**src/design/sobel_pkg.sv**
```systemverilog
// Shared types and constants for the Sobel edge threshold block.
`default_nettype none
package sobel_pkg;

	localparam int MAX_WIDTH_DEF = 2048;
	localparam int PIX_W         = 8;
	localparam int OUT_COL_W     = 11;
	localparam int ROW_W         = 12;
	localparam int CFG_W         = 12;
	localparam int THR_W         = 11;
	localparam int SUM_W         = 10;
	localparam int GRAD_W        = 11;
	localparam int SQ_W          = 20;
	localparam int MAG_W         = 21;
	localparam int THR_SQ_W      = 22;
	localparam int IN_DATA_W     = 24;
	localparam int OUT_DATA_W    = 48;
	localparam int WIN_CELLS     = 2;
	localparam int FIFO_DEPTH    = 4;
	localparam int FIFO_AW       = 2;
	localparam int FIFO_CNT_W    = 3;

	localparam int WIDTH_RESET   = 640;
	localparam int HEIGHT_RESET  = 480;
	localparam int THR_RESET     = 20;
	localparam int MIN_DIM       = 3;

	localparam logic [PIX_W-1:0] PIX_BLACK = 8'd0;
	localparam logic [PIX_W-1:0] PIX_WHITE = 8'd255;

	typedef enum logic [1:0] {
		REG_IMAGE_WIDTH  = 2'd0,
		REG_IMAGE_HEIGHT = 2'd1,
		REG_EDGE_THRESH  = 2'd2
	} cfg_reg_t;

	// one column of the 3x3 window, top row first
	typedef struct packed {
		logic [PIX_W-1:0] top;
		logic [PIX_W-1:0] mid;
		logic [PIX_W-1:0] bot;
	} win_col_t;

	typedef struct packed {
		logic                 last;
		logic [PIX_W-1:0]     blue;
		logic [PIX_W-1:0]     green;
		logic [PIX_W-1:0]     red;
		logic [ROW_W-1:0]     row;
		logic [OUT_COL_W-1:0] col;
	} result_t;

endpackage
`default_nettype wire

```
**src/design/sobel_cell.sv**
```systemverilog
// One window column cell: holds three brightness values, shifts to its neighbor.
`default_nettype none
module sobel_cell
	import sobel_pkg::*;
(
	input  wire logic     clk,
	input  wire logic     arst_n,
	input  wire logic     shift,
	input  wire win_col_t din,
	output win_col_t      dout
);

	win_col_t col_q;

	always_ff @(posedge clk or negedge arst_n) begin
		if (!arst_n) begin
			col_q <= '0;
		end else if (shift) begin
			col_q <= din;
		end
	end

	assign dout = col_q;

endmodule
`default_nettype wire

```
**config.mk**
```make
export PLATFORM = sky130hd
export DESIGN_NAME = sobel_cell
export DESIGN_NICKNAME = d
export VERILOG_FILES = /design/src/design/sobel_pkg.sv /design/src/design/sobel_cell.sv
export SDC_FILE = /design/constraint.sdc
export NUM_CORES = 1
export LEC_CHECK = 0
export ABC_AREA = 1
export BUFFER_PORTS_ARGS = -buffer_cell sky130_fd_sc_hd__buf_2
export CAP_MARGIN = 30
export CORE_MARGIN = 4
export CORE_UTILIZATION = 46
export DETAILED_ROUTE_END_ITERATION = 10
export PLACE_DENSITY_LB_ADDON = 0.05
export SLEW_MARGIN = 20
export SYNTH_ARGS = -nofsm -noshare
export SYNTH_HDL_FRONTEND = slang
export SYNTH_SLANG_ARGS = --single-unit
```
**constraint.sdc**
```tcl
create_clock -name clk -period 1.45 [get_ports clk]
set_input_delay 0.29 -clock clk [delete_from_list [all_inputs] [get_ports clk]]
set_output_delay 0.29 -clock clk [all_outputs]
set_load 0.01 [all_outputs]
```
## After elaboration in Yosys (flattened, before gate mapping)

Cells that the tools add are included.

| storage, ports and cells | value |
|---|---|
| register bits after elaboration | 24 |
| bits of input ports | 27 |
| output and inout bits | 24 |
| logic and storage cells | 3 |

## Longest topological paths before layout

| depth | value |
|---|---|
| word-level depth | 0 |
| gate-level depth with buffers | 5 |
| depth with buffers taken out | 3 |

## Least setup slack after synthesis

OpenSTA, ideal clock, no wires.

| timing | value |
|---|---|
| kind | input -> register |
| start | input shift |
| end | register col_q (netlist bit dout[0]) |
| library setup time | 0.116 ns |
| data arrival time | 0.659 ns |
| data required time | 1.334 ns |
| slack | 0.675 ns |
| stages on the path | 5 |
| path buffers | 2 |
| path through | buf_6 inv_8 buf_12 nand2_2 nand2_1 |

RTL lines:

| element | RTL line | RTL |
|---|---|---|
| start: declaration | sobel_cell.sv:8 | `input wire logic shift,` |
| end signal: assignment | sobel_cell.sv:19 | `col_q <= din;` |
| end: declaration | sobel_cell.sv:13 | `win_col_t col_q;` |

## Worst setup path after layout

| timing | value |
|---|---|
| start | register col_q (netlist bit dout[11]) |
| end | output dout[11] (netlist name) |

RTL lines:

| element | RTL line | RTL |
|---|---|---|
| end: declaration | sobel_cell.sv:10 | `output win_col_t dout` |

No word-level cell between the ends.

==> flow_metrics.env <==
export IMPL_required_ns=1.16
export IMPL_largest_register_ffs=24
export IMPL_finalSetupViolCount=0
export IMPL_num_antenna_cells=0
export IMPL_wl_um=1987
export IMPL_dieArea_um2=2919
export IMPL_finalHoldViolations=0
export IMPL_p_int_mw=1.106
export IMPL_portBuffers=50
export IMPL_num_nets_final=181
export IMPL_fp_dieW_um=54.03
export IMPL_grt_pass1_vias=762
export IMPL_fmax_mhz=856.6
export IMPL_synth_area_um2=974.7
export IMPL_synth_top_area_share_pct=61.62
export IMPL_clkTransAtPathRegs_ns=0.14
export IMPL_critPathTopFamily="flip-flops"
export IMPL_wire_per_inst_um=11.04
export IMPL_netlist_instances=102
export IMPL_grt_max_degree=25
export IMPL_clock_latency_ns=0.31
export IMPL_finalWeightedCongestion=0.6333
export IMPL_fillers=196
export IMPL_antenna_found_initial=0
export IMPL_pwr_share_seq_pct=52.1
export IMPL_vias=794
export IMPL_track_usage_pct=15.44
export IMPL_syn2layout_area_growth_pct=29.40
export IMPL_crit_path_end_kind="output port"
export IMPL_criticalPathCategory="register to output port"
export IMPL_yosys_area_top_type="dfrtp_1"
export IMPL_crit_path_max_incr_delay_ns=0.42
export IMPL_clkPwrFrac_pct=32.5
export IMPL_critPathMaxFanout=2
export IMPL_die_y_um=54.03
export IMPL_slew_headroom_pct=65.82
export IMPL_grt_pass1_wl_um=3284
export IMPL_root_buffer="clkbuf_4"
export IMPL_worst_pin_slew_ns=0.5126
export IMPL_dr_pass1_iters=4
export IMPL_min_period_ns=1.167
export IMPL_rows=16
export IMPL_cp_buffers_inverters=1
export IMPL_cts_setup_buffers=0
export IMPL_swShare_pct=24.33
export IMPL_cap_violations=0
export IMPL_power_density_nw_per_um2=1159
export IMPL_drt_iter0_drc=14
export IMPL_max_clock_path_buffers=2
export IMPL_tns_ns=0
export IMPL_power_leakage_nw=0.7529
export IMPL_skew_ns=0
export IMPL_worstPathArrival_ns=0.88
export IMPL_peakVddDrop_uv=631.0
export IMPL_fin_util_pct=63.64
export IMPL_ys_warn_count=0
export IMPL_vias_per_cell=4.411
export IMPL_timing_final_crit_share_pct=80.51
export IMPL_cts_buffers=3
export IMPL_worstPathCellList="buf_2"
export IMPL_ys_top_cells_by_area="dfrtp_1 62%, nand2_1 24%, nand2_2 6.4%"
export IMPL_htree_levels=1
export IMPL_start_kind="register"
export IMPL_cts_resized=0
export IMPL_p_sw_mw=0.3555
export IMPL_initial_core_util_pct=49.18
export IMPL_hpwlAfterDp_um=1469
export IMPL_synth_fp_nets=129
export IMPL_postRouteAntennaNets=0
export IMPL_rsz0062_at_grt="false"
export IMPL_place_area_um2=1199
export IMPL_whs_ns=0.1619
export IMPL_combPwrFrac_pct=15.4
export IMPL_syn_area_per_cell_um2=9.556
export IMPL_synth_cell_types=7
export IMPL_stdcell_area_um2=1261
export IMPL_ys_ff_latch=24
export IMPL_drive_above_1_share_pct=43.14
export IMPL_ys_seq_area_share_pct=61.62
export IMPL_status="completed"
export IMPL_holdCritPathClass="input port to register"
export IMPL_drc=0
export IMPL_gr_total_overflow=0
export IMPL_cp_slowest_cell="dfrtp_1"
export IMPL_total_power_mw=1.461
export IMPL_cts_tree="built"
export IMPL_drv_slew=0
export IMPL_core_area_um2=1982
export IMPL_clock_sinks=24
export IMPL_pin_count=51
## final cells by class
cell class                      count  area (um2)  area share (%)
Inverter                            1       11.26          0.8929
Timing Repair Buffer               52       267.8           21.23
Clock buffer                        3       22.52           1.786
Clock inverter                      1       30.03           2.381
Sequential cell                    24       600.6           47.62
Tap cell                           27       33.78           2.679
Multi-Input combinational cell     72       295.3           23.41
## placed cells by master (no fill, tap or decap), drive strengths merged
cell         netlist  routed
nand2             72      72
buf                4      51
dfrtp             24      24
clkbuf             1       3
inv                1       1
bufinv             0       1
dlygate4sd3        0       1
## metal layers
metal  part of all wire (%)  GRT usage [%]  up-vias
met1                     46          22.16      349
li1                       -              -      408
met2                     44          22.58       33
met4                    1.3          4.979        0
met5                      0              0        -
met3                    9.0          4.155        4
## cell families (layout without fill, tap and decap cells)
kind of cell	after synthesis	after routing	share of synthesized area, %
DFF	24	24	61.62
buffers and inverters	6	57	8.087
and+or+nand+nor	72	72	30.29
## Yosys cell counts
library cell  number
nand2_2           10
clkbuf_8           1
buf_12             1
buf_6              3
dfrtp_1           24
inv_8              1
nand2_1           62
## power by group through the flow
stage	sequential, mW	clock, mW	combinational, mW
floorplan	0.805	0	0.0924
global route	0.771	0.527	0.257
detailed placement	0.775	0	0.229
CTS	0.763	0.495	0.231
finish	0.762	0.474	0.225
global placement	0.773	0	0.226
## path summary, 6_finish.rpt
path,from,end,slack [ns],cells after the start
max,dout[11],dout[11],0.28,1
min,din[3],dout[3],0.16,3
max reg2reg,dout[11],dout[11],0.82,2
min reg2reg,dout[4],dout[4],0.48,2
max in group asynchronous,arst_n,dout[5],0.64,2
min in group asynchronous,arst_n,dout[1],0.46,2
## through the flow
step	setup WS [ns]	std cells
final	0.2826	180
after global routing	0.2305	180
after CTS	0.2631	180
after detailed placement	0.4185	175
after global placement	0.4448	175
after floorplan	0.6748	102
## timing repair
item / CTS / global route
hold buffers: 1 / 0
hold endpoints to repair: 24 / 0
endpoints found under the setup margin: 0 / 0
No activity file was read; power rests on OpenSTA's default activity.
