File: src/design/sobel_pkg.sv
// Shared types and constants for the Sobel edge threshold block.
`default_nettype none
package sobel_pkg;

	localparam int MAX_WIDTH_DEF = 2048;
	localparam int PIX_W         = 8;
	localparam int OUT_COL_W     = 11;
	localparam int ROW_W         = 12;
	localparam int CFG_W         = 12;
	localparam int THR_W         = 11;
	localparam int SUM_W         = 10;
	localparam int GRAD_W        = 11;
	localparam int SQ_W          = 20;
	localparam int MAG_W         = 21;
	localparam int THR_SQ_W      = 22;
	localparam int IN_DATA_W     = 24;
	localparam int OUT_DATA_W    = 48;
	localparam int WIN_CELLS     = 2;
	localparam int FIFO_DEPTH    = 4;
	localparam int FIFO_AW       = 2;
	localparam int FIFO_CNT_W    = 3;

	localparam int WIDTH_RESET   = 640;
	localparam int HEIGHT_RESET  = 480;
	localparam int THR_RESET     = 20;
	localparam int MIN_DIM       = 3;

	localparam logic [PIX_W-1:0] PIX_BLACK = 8'd0;
	localparam logic [PIX_W-1:0] PIX_WHITE = 8'd255;

	typedef enum logic [1:0] {
		REG_IMAGE_WIDTH  = 2'd0,
		REG_IMAGE_HEIGHT = 2'd1,
		REG_EDGE_THRESH  = 2'd2
	} cfg_reg_t;

	// one column of the 3x3 window, top row first
	typedef struct packed {
		logic [PIX_W-1:0] top;
		logic [PIX_W-1:0] mid;
		logic [PIX_W-1:0] bot;
	} win_col_t;

	typedef struct packed {
		logic                 last;
		logic [PIX_W-1:0]     blue;
		logic [PIX_W-1:0]     green;
		logic [PIX_W-1:0]     red;
		logic [ROW_W-1:0]     row;
		logic [OUT_COL_W-1:0] col;
	} result_t;

endpackage
`default_nettype wire

File: src/design/sobel_mag.sv
// Sobel gradients, squared magnitude and threshold compare, two register stages.
`default_nettype none
module sobel_mag
	import sobel_pkg::*;
(
	input  wire logic                clk,
	input  wire logic                en,
	input  wire win_col_t            left,
	input  wire win_col_t            center,
	input  wire win_col_t            right,
	input  wire logic [THR_SQ_W-1:0] thr_sq,
	output logic                     is_edge
);

	logic        [SUM_W-1:0]    sum_l, sum_r, sum_t, sum_b;
	logic signed [GRAD_W-1:0]   gx, gy;
	logic signed [GRAD_W-1:0]   gx_s2, gy_s2;
	logic signed [2*GRAD_W-1:0] px, py;
	logic        [SQ_W-1:0]     sqx_s3, sqy_s3;
	logic        [MAG_W-1:0]    mag2;

	// weights 1,2,1 along each column / row
	always_comb begin
		sum_l = {2'b00, left.top}  + {1'b0, left.mid, 1'b0}  + {2'b00, left.bot};
		sum_r = {2'b00, right.top} + {1'b0, right.mid, 1'b0} + {2'b00, right.bot};
		sum_t = {2'b00, left.top}  + {1'b0, center.top, 1'b0} + {2'b00, right.top};
		sum_b = {2'b00, left.bot}  + {1'b0, center.bot, 1'b0} + {2'b00, right.bot};
		gx    = $signed({1'b0, sum_r}) - $signed({1'b0, sum_l});
		gy    = $signed({1'b0, sum_b}) - $signed({1'b0, sum_t});
	end

	assign px = gx_s2 * gx_s2;
	assign py = gy_s2 * gy_s2;

	always_ff @(posedge clk) begin
		if (en) begin
			gx_s2  <= gx;
			gy_s2  <= gy;
			sqx_s3 <= px[SQ_W-1:0];
			sqy_s3 <= py[SQ_W-1:0];
		end
	end

	assign mag2    = {1'b0, sqx_s3} + {1'b0, sqy_s3};
	assign is_edge = {1'b0, mag2} > thr_sq;

endmodule
`default_nettype wire

File: config.mk
export PLATFORM = sky130hd
export DESIGN_NAME = sobel_mag
export DESIGN_NICKNAME = d
export VERILOG_FILES = /design/src/design/sobel_pkg.sv /design/src/design/sobel_mag.sv
export SDC_FILE = /design/constraint.sdc
export NUM_CORES = 1
export LEC_CHECK = 0
export ABC_AREA = 1
export BUFFER_PORTS_ARGS = -buffer_cell sky130_fd_sc_hd__buf_4
export CORE_ASPECT_RATIO = 1.25
export CORE_UTILIZATION = 60
export DETAILED_ROUTE_END_ITERATION = 16
export HOLD_SLACK_MARGIN = 0.05
export PLACE_DENSITY_LB_ADDON = 0.05
export RECOVER_POWER = 100
export SLEW_MARGIN = 20
export SYNTH_ARGS = -nofsm -noshare
export SYNTH_HDL_FRONTEND = slang
export SYNTH_SLANG_ARGS = --single-unit
File: constraint.sdc
create_clock -name clk -period 6.28 [get_ports clk]
set_input_delay 0.942 -clock clk [delete_from_list [all_inputs] [get_ports clk]]
set_output_delay 0.942 -clock clk [all_outputs]
set_load 0.1 [all_outputs]
Word-level counts from Yosys, hierarchy flattened:

Index checks and enable logic that the tools add are counted.

* flip-flop bits (word level): 62
* output and inout bits: 1

* $add $sub $neg: 11
* $mul: 2
* magnitude comparators: 1

Operator list (count)
* $add A10 B8 Y10: 4
* $add A8 B9 Y10: 4
* $mul A11 B11 Y20: 2
* $gt A21 B22 Y1: 1
* $sub A10 B10 Y11: 2
* $add A20 B20 Y21: 1

Longest topological paths before layout:

* depth in word-level cells: 3
* gate-level depth with buffers: 23
* depth with buffers taken out: 23

Worst setup path before layout:

No wires, ideal clock.

* kind: register to register
* start point: register gy_s2[10]
* end point: register sqy_s3[19] (data pin)
* setup time: 252 ps
* arrival: 4604 ps
* data required time: 6028 ps
* slack: 1424 ps
* stages on the path, launching flop included: 21
* path through: edfxtp_1 -> clkbuf_1 -> nand2_1 -> inv_1 -> fa_1 -> inv_1 -> fa_1 -> fa_1 -> inv_1 -> fa_1 -> inv_1 -> fa_1 -> inv_1 -> ha_1 -> nand2_1 -> nor4_1 -> nand2_1 -> nand2_1 -> inv_1 -> nand2_1 -> nand2_1

* longest elaborated chain between the ends: 1

Ends and longest elaborated chain
* start, declared: line sobel_mag.sv:17 `logic signed [GRAD_W-1:0] gx_s2, gy_s2;`
* start signal, assigned: line sobel_mag.sv:38 `gy_s2 <= gy;`
* $mul A11 B11 Y20: line sobel_mag.sv:33 `assign py = gy_s2 * gy_s2;`
* named net py[19]: line sobel_mag.sv:18 `logic signed [2*GRAD_W-1:0] px, py;`
* end signal, assigned: line sobel_mag.sv:40 `sqy_s3 <= py[SQ_W-1:0];`
* end, declared: line sobel_mag.sv:19 `logic [SQ_W-1:0] sqx_s3, sqy_s3;`

The timed path passes the listed nets, and every way through them passes these cells.
A chain may end at the register's enable or synchronous reset.

Worst setup path in the final report:

Ends and elaborated chain as after synthesis.

==> metrics.md <==
| Metric | Value |
|---|---|
| Top-area cell type share of the netlist area | 0.363 |
| CP Buf/Inv Count | 3 |
| Number of library cell types mapped by synthesis | 37 |
| DR vias | 10,177 |
| Nets@finish | 2,216 |
| Final hold vios | 0 |
| Post-CTS setup buffers | 0 |
| Full die area | 23,700 um2 |
| HP Class | flop to flop |
| FF-to-FF setup slack | 1.05 ns |
| Die height | 172 um |
| Post-synth ARST share | 0 |
| CP Launch Type | flop |
| Die X | 138 um |
| Area growth from synthesis to layout | 8.47% |
| Syn Area/Cell | 8.41 um2 |
| Synth Register Bits | 60 |
| Total congestion overflow | 0 |
| Max FO, Critical Path | 16 |
| Global-route wire length before repair | 46,800 um |
| Final HPWL from detailed placement | 23,900 um |
| Routed Antenna Nets | 0 |
| Sinks on Clock Net | 60 |
| IO Pins | 97 |
| CTS tree | built |
| Critical path class | flop to flop |
| Largest net degree at the start of global routing | 61 |
| PnR worst setup slack | 1.05 ns |
| Primary FF master, synth | edfxtp_1 |
| Fin. max-slew vios | 61 |
| CORE AREA | 22,400 um2 |
| Worst-path clk slew | 0.05 ns |
| Relative slew slack | -1.08 |
| Cell taking the most area after synthesis | fa_1 |
| Crit-path slowest cell | edfxtp_1 |
| Drt pass-1 iters | 6 |
| WL final | 26,900 um |
| Post-synthesis sequential area ratio | 0.130 |
| DRC Markers | 0 |
| Outcome | complete, but fails checks |
| Crit. End Element | flop |
| Total track usage | 0.253 |
| Setup TNS | 0 ns |
| Worst-Skew Late Latency | 0.33 ns |
| Failing checks | max-capacitance violations, max-slew violations |
| RSZ-0062 raised after global routing | no |
| Cell Area, Synth | 13,900 um2 |
| Row count | 61 |
| WP data arrival | 5.33 ns |
| Worst Tran Pin Value | 3.13 ns |
| # resized after CTS | 0 |
| Area contributors post-synth | fa_1 36%, ha_1 13%, edfxtp_1 13%, inv_1 13%, nand2_1 9.2% |
| Skew final | 0.00558 ns |
| Ys Warns | 0 |
| Final setup viols | 0 |
| Crit share post-route | 0.833 |
| Syn_nets | 2,141 |
| Root buffer cell | clkbuf_16 |
| IO Port Bufs | 88 |
| Ant. Diodes | 0 |
| Placer Congestion | 0.913 |
| CP cell instances | inv_1, or2_2, fa_1, fa_1, fa_1, fa_1, fa_1, inv_1, ha_1, nand2_1, nor4_1, nand2_1, nand2_1, inv_1, nand2_1, nand2_1 |
| Vias in the first global route | 10,904 |
| Critical path's top delay family | adder cells |
| F_max | 191 MHz |
| EDFF count, synth | 60 |
| DR WL/cell | 13.4 um |
| Minimum clock period | 5.23 ns |
| Pre-CTS WS | 1.05 ns |
| Number of vias per cell | 5.06 |
| Maxcap violations | 1 |
| CTS Hold Bufs | 0 |
| Core Util, Final | 0.670 |
| H-tree depth | 3 |
| Initial Utilization | 0.618 |
| Longest Clk Path Bufs | 2 |
| Synth Instances | 1,647 |
| Crit path largest cell delay | 0.63 ns |
| CTS Buf Count | 9 |
| CP required | 6.37 ns |
| Initial antenna violation count | 0 |
| Layout cells sized above 1 | 0.0741 |
| Detailed router's first-iteration violation count | 457 |
-- synth_stat cells, drive strengths merged (2+ instances only) --
cell type and n:
xnor2 14, o21a 2, nor3 2, o211ai 2, edfxtp 60, nor2 73, ha 147, a21oi 75
fa 251, nand2 347, xor2 43, nand4 13, o21ai 32, inv 480, clkbuf 26, nand3b 4
a21o 3, nand3 54, o21bai 6, nor4 2, or2 4
-- routing by layer --
metal,vias up,global-route usage,part of all wire
met1,4918,0.289,0.41
met4,0,0.0685,0.018
met3,39,0.0240,0.024
met5,-,0,0
met2,165,0.493,0.55
li1,5055,-,-
-- cell usage in the layout, fill, tap and decap left out, drive strengths merged, types with 2 or more instances in the layout --
cell,n
nand4,13
fa,251
nand2,347
nand3b,4
or2,4
nor3,2
nor4,2
clkinvlp,2
clkinv,4
o211ai,2
ha,147
nand3,54
o21a,2
o21bai,6
a21o,3
xnor2,14
inv,481
xor2,43
buf,81
nor2,73
clkbuf,18
o21ai,32
edfxtp,60
a21oi,75
-- worst paths after layout --
path / startpoint / to / cells after the start
setup reg to reg: gy_s2[10] / sqy_s3[19] / 16
hold / removal: gy_s2[0] / sqy_s3[0] / 0
hold reg to reg: gy_s2[0] / sqy_s3[0] / 0
setup / recovery: gy_s2[10] / sqy_s3[19] / 16
-- registers in the layout, summed over array words and instances, names as in the netlist --
| register | count |
|---|---|
| gx_s2 | 11 |
| sqy_s3 | 19 |
| sqx_s3 | 19 |
| gy_s2 | 11 |
-- stage by stage --
stage	area (um2)	hold WS [ns]	std cells
floorplan	13900	0.464	1647
global placement	14800	0.663	1994
detailed placement	14800	0.684	1994
CTS	15100	0.700	2010
global route	15000	0.932	2010
finish	15000	0.887	2010
-- area by class of cell --
type | instances | area (um2)
inverter | 480 | 1800
multi-input combinational | 1081 | 10100
sequential | 60 | 1800
clock buffer | 9 | 225
tap | 283 | 354
fill | 1939 | 7410
clock inverter | 7 | 51.3
timing repair buffer | 90 | 657
-- logic make-up after synthesis --
kind of cell	synth area share
buffers and inverters	0.137
AO/OA/AOI/OAI	0.0508
AND/OR/NAND/NOR	0.151
XOR/XNOR	0.0360
flip-flops	0.130
adder cells (fa/ha/maj)	0.495
Power is not shown: default switching activity piles up to over one toggle a cycle in this logic, so the estimate is an artifact.
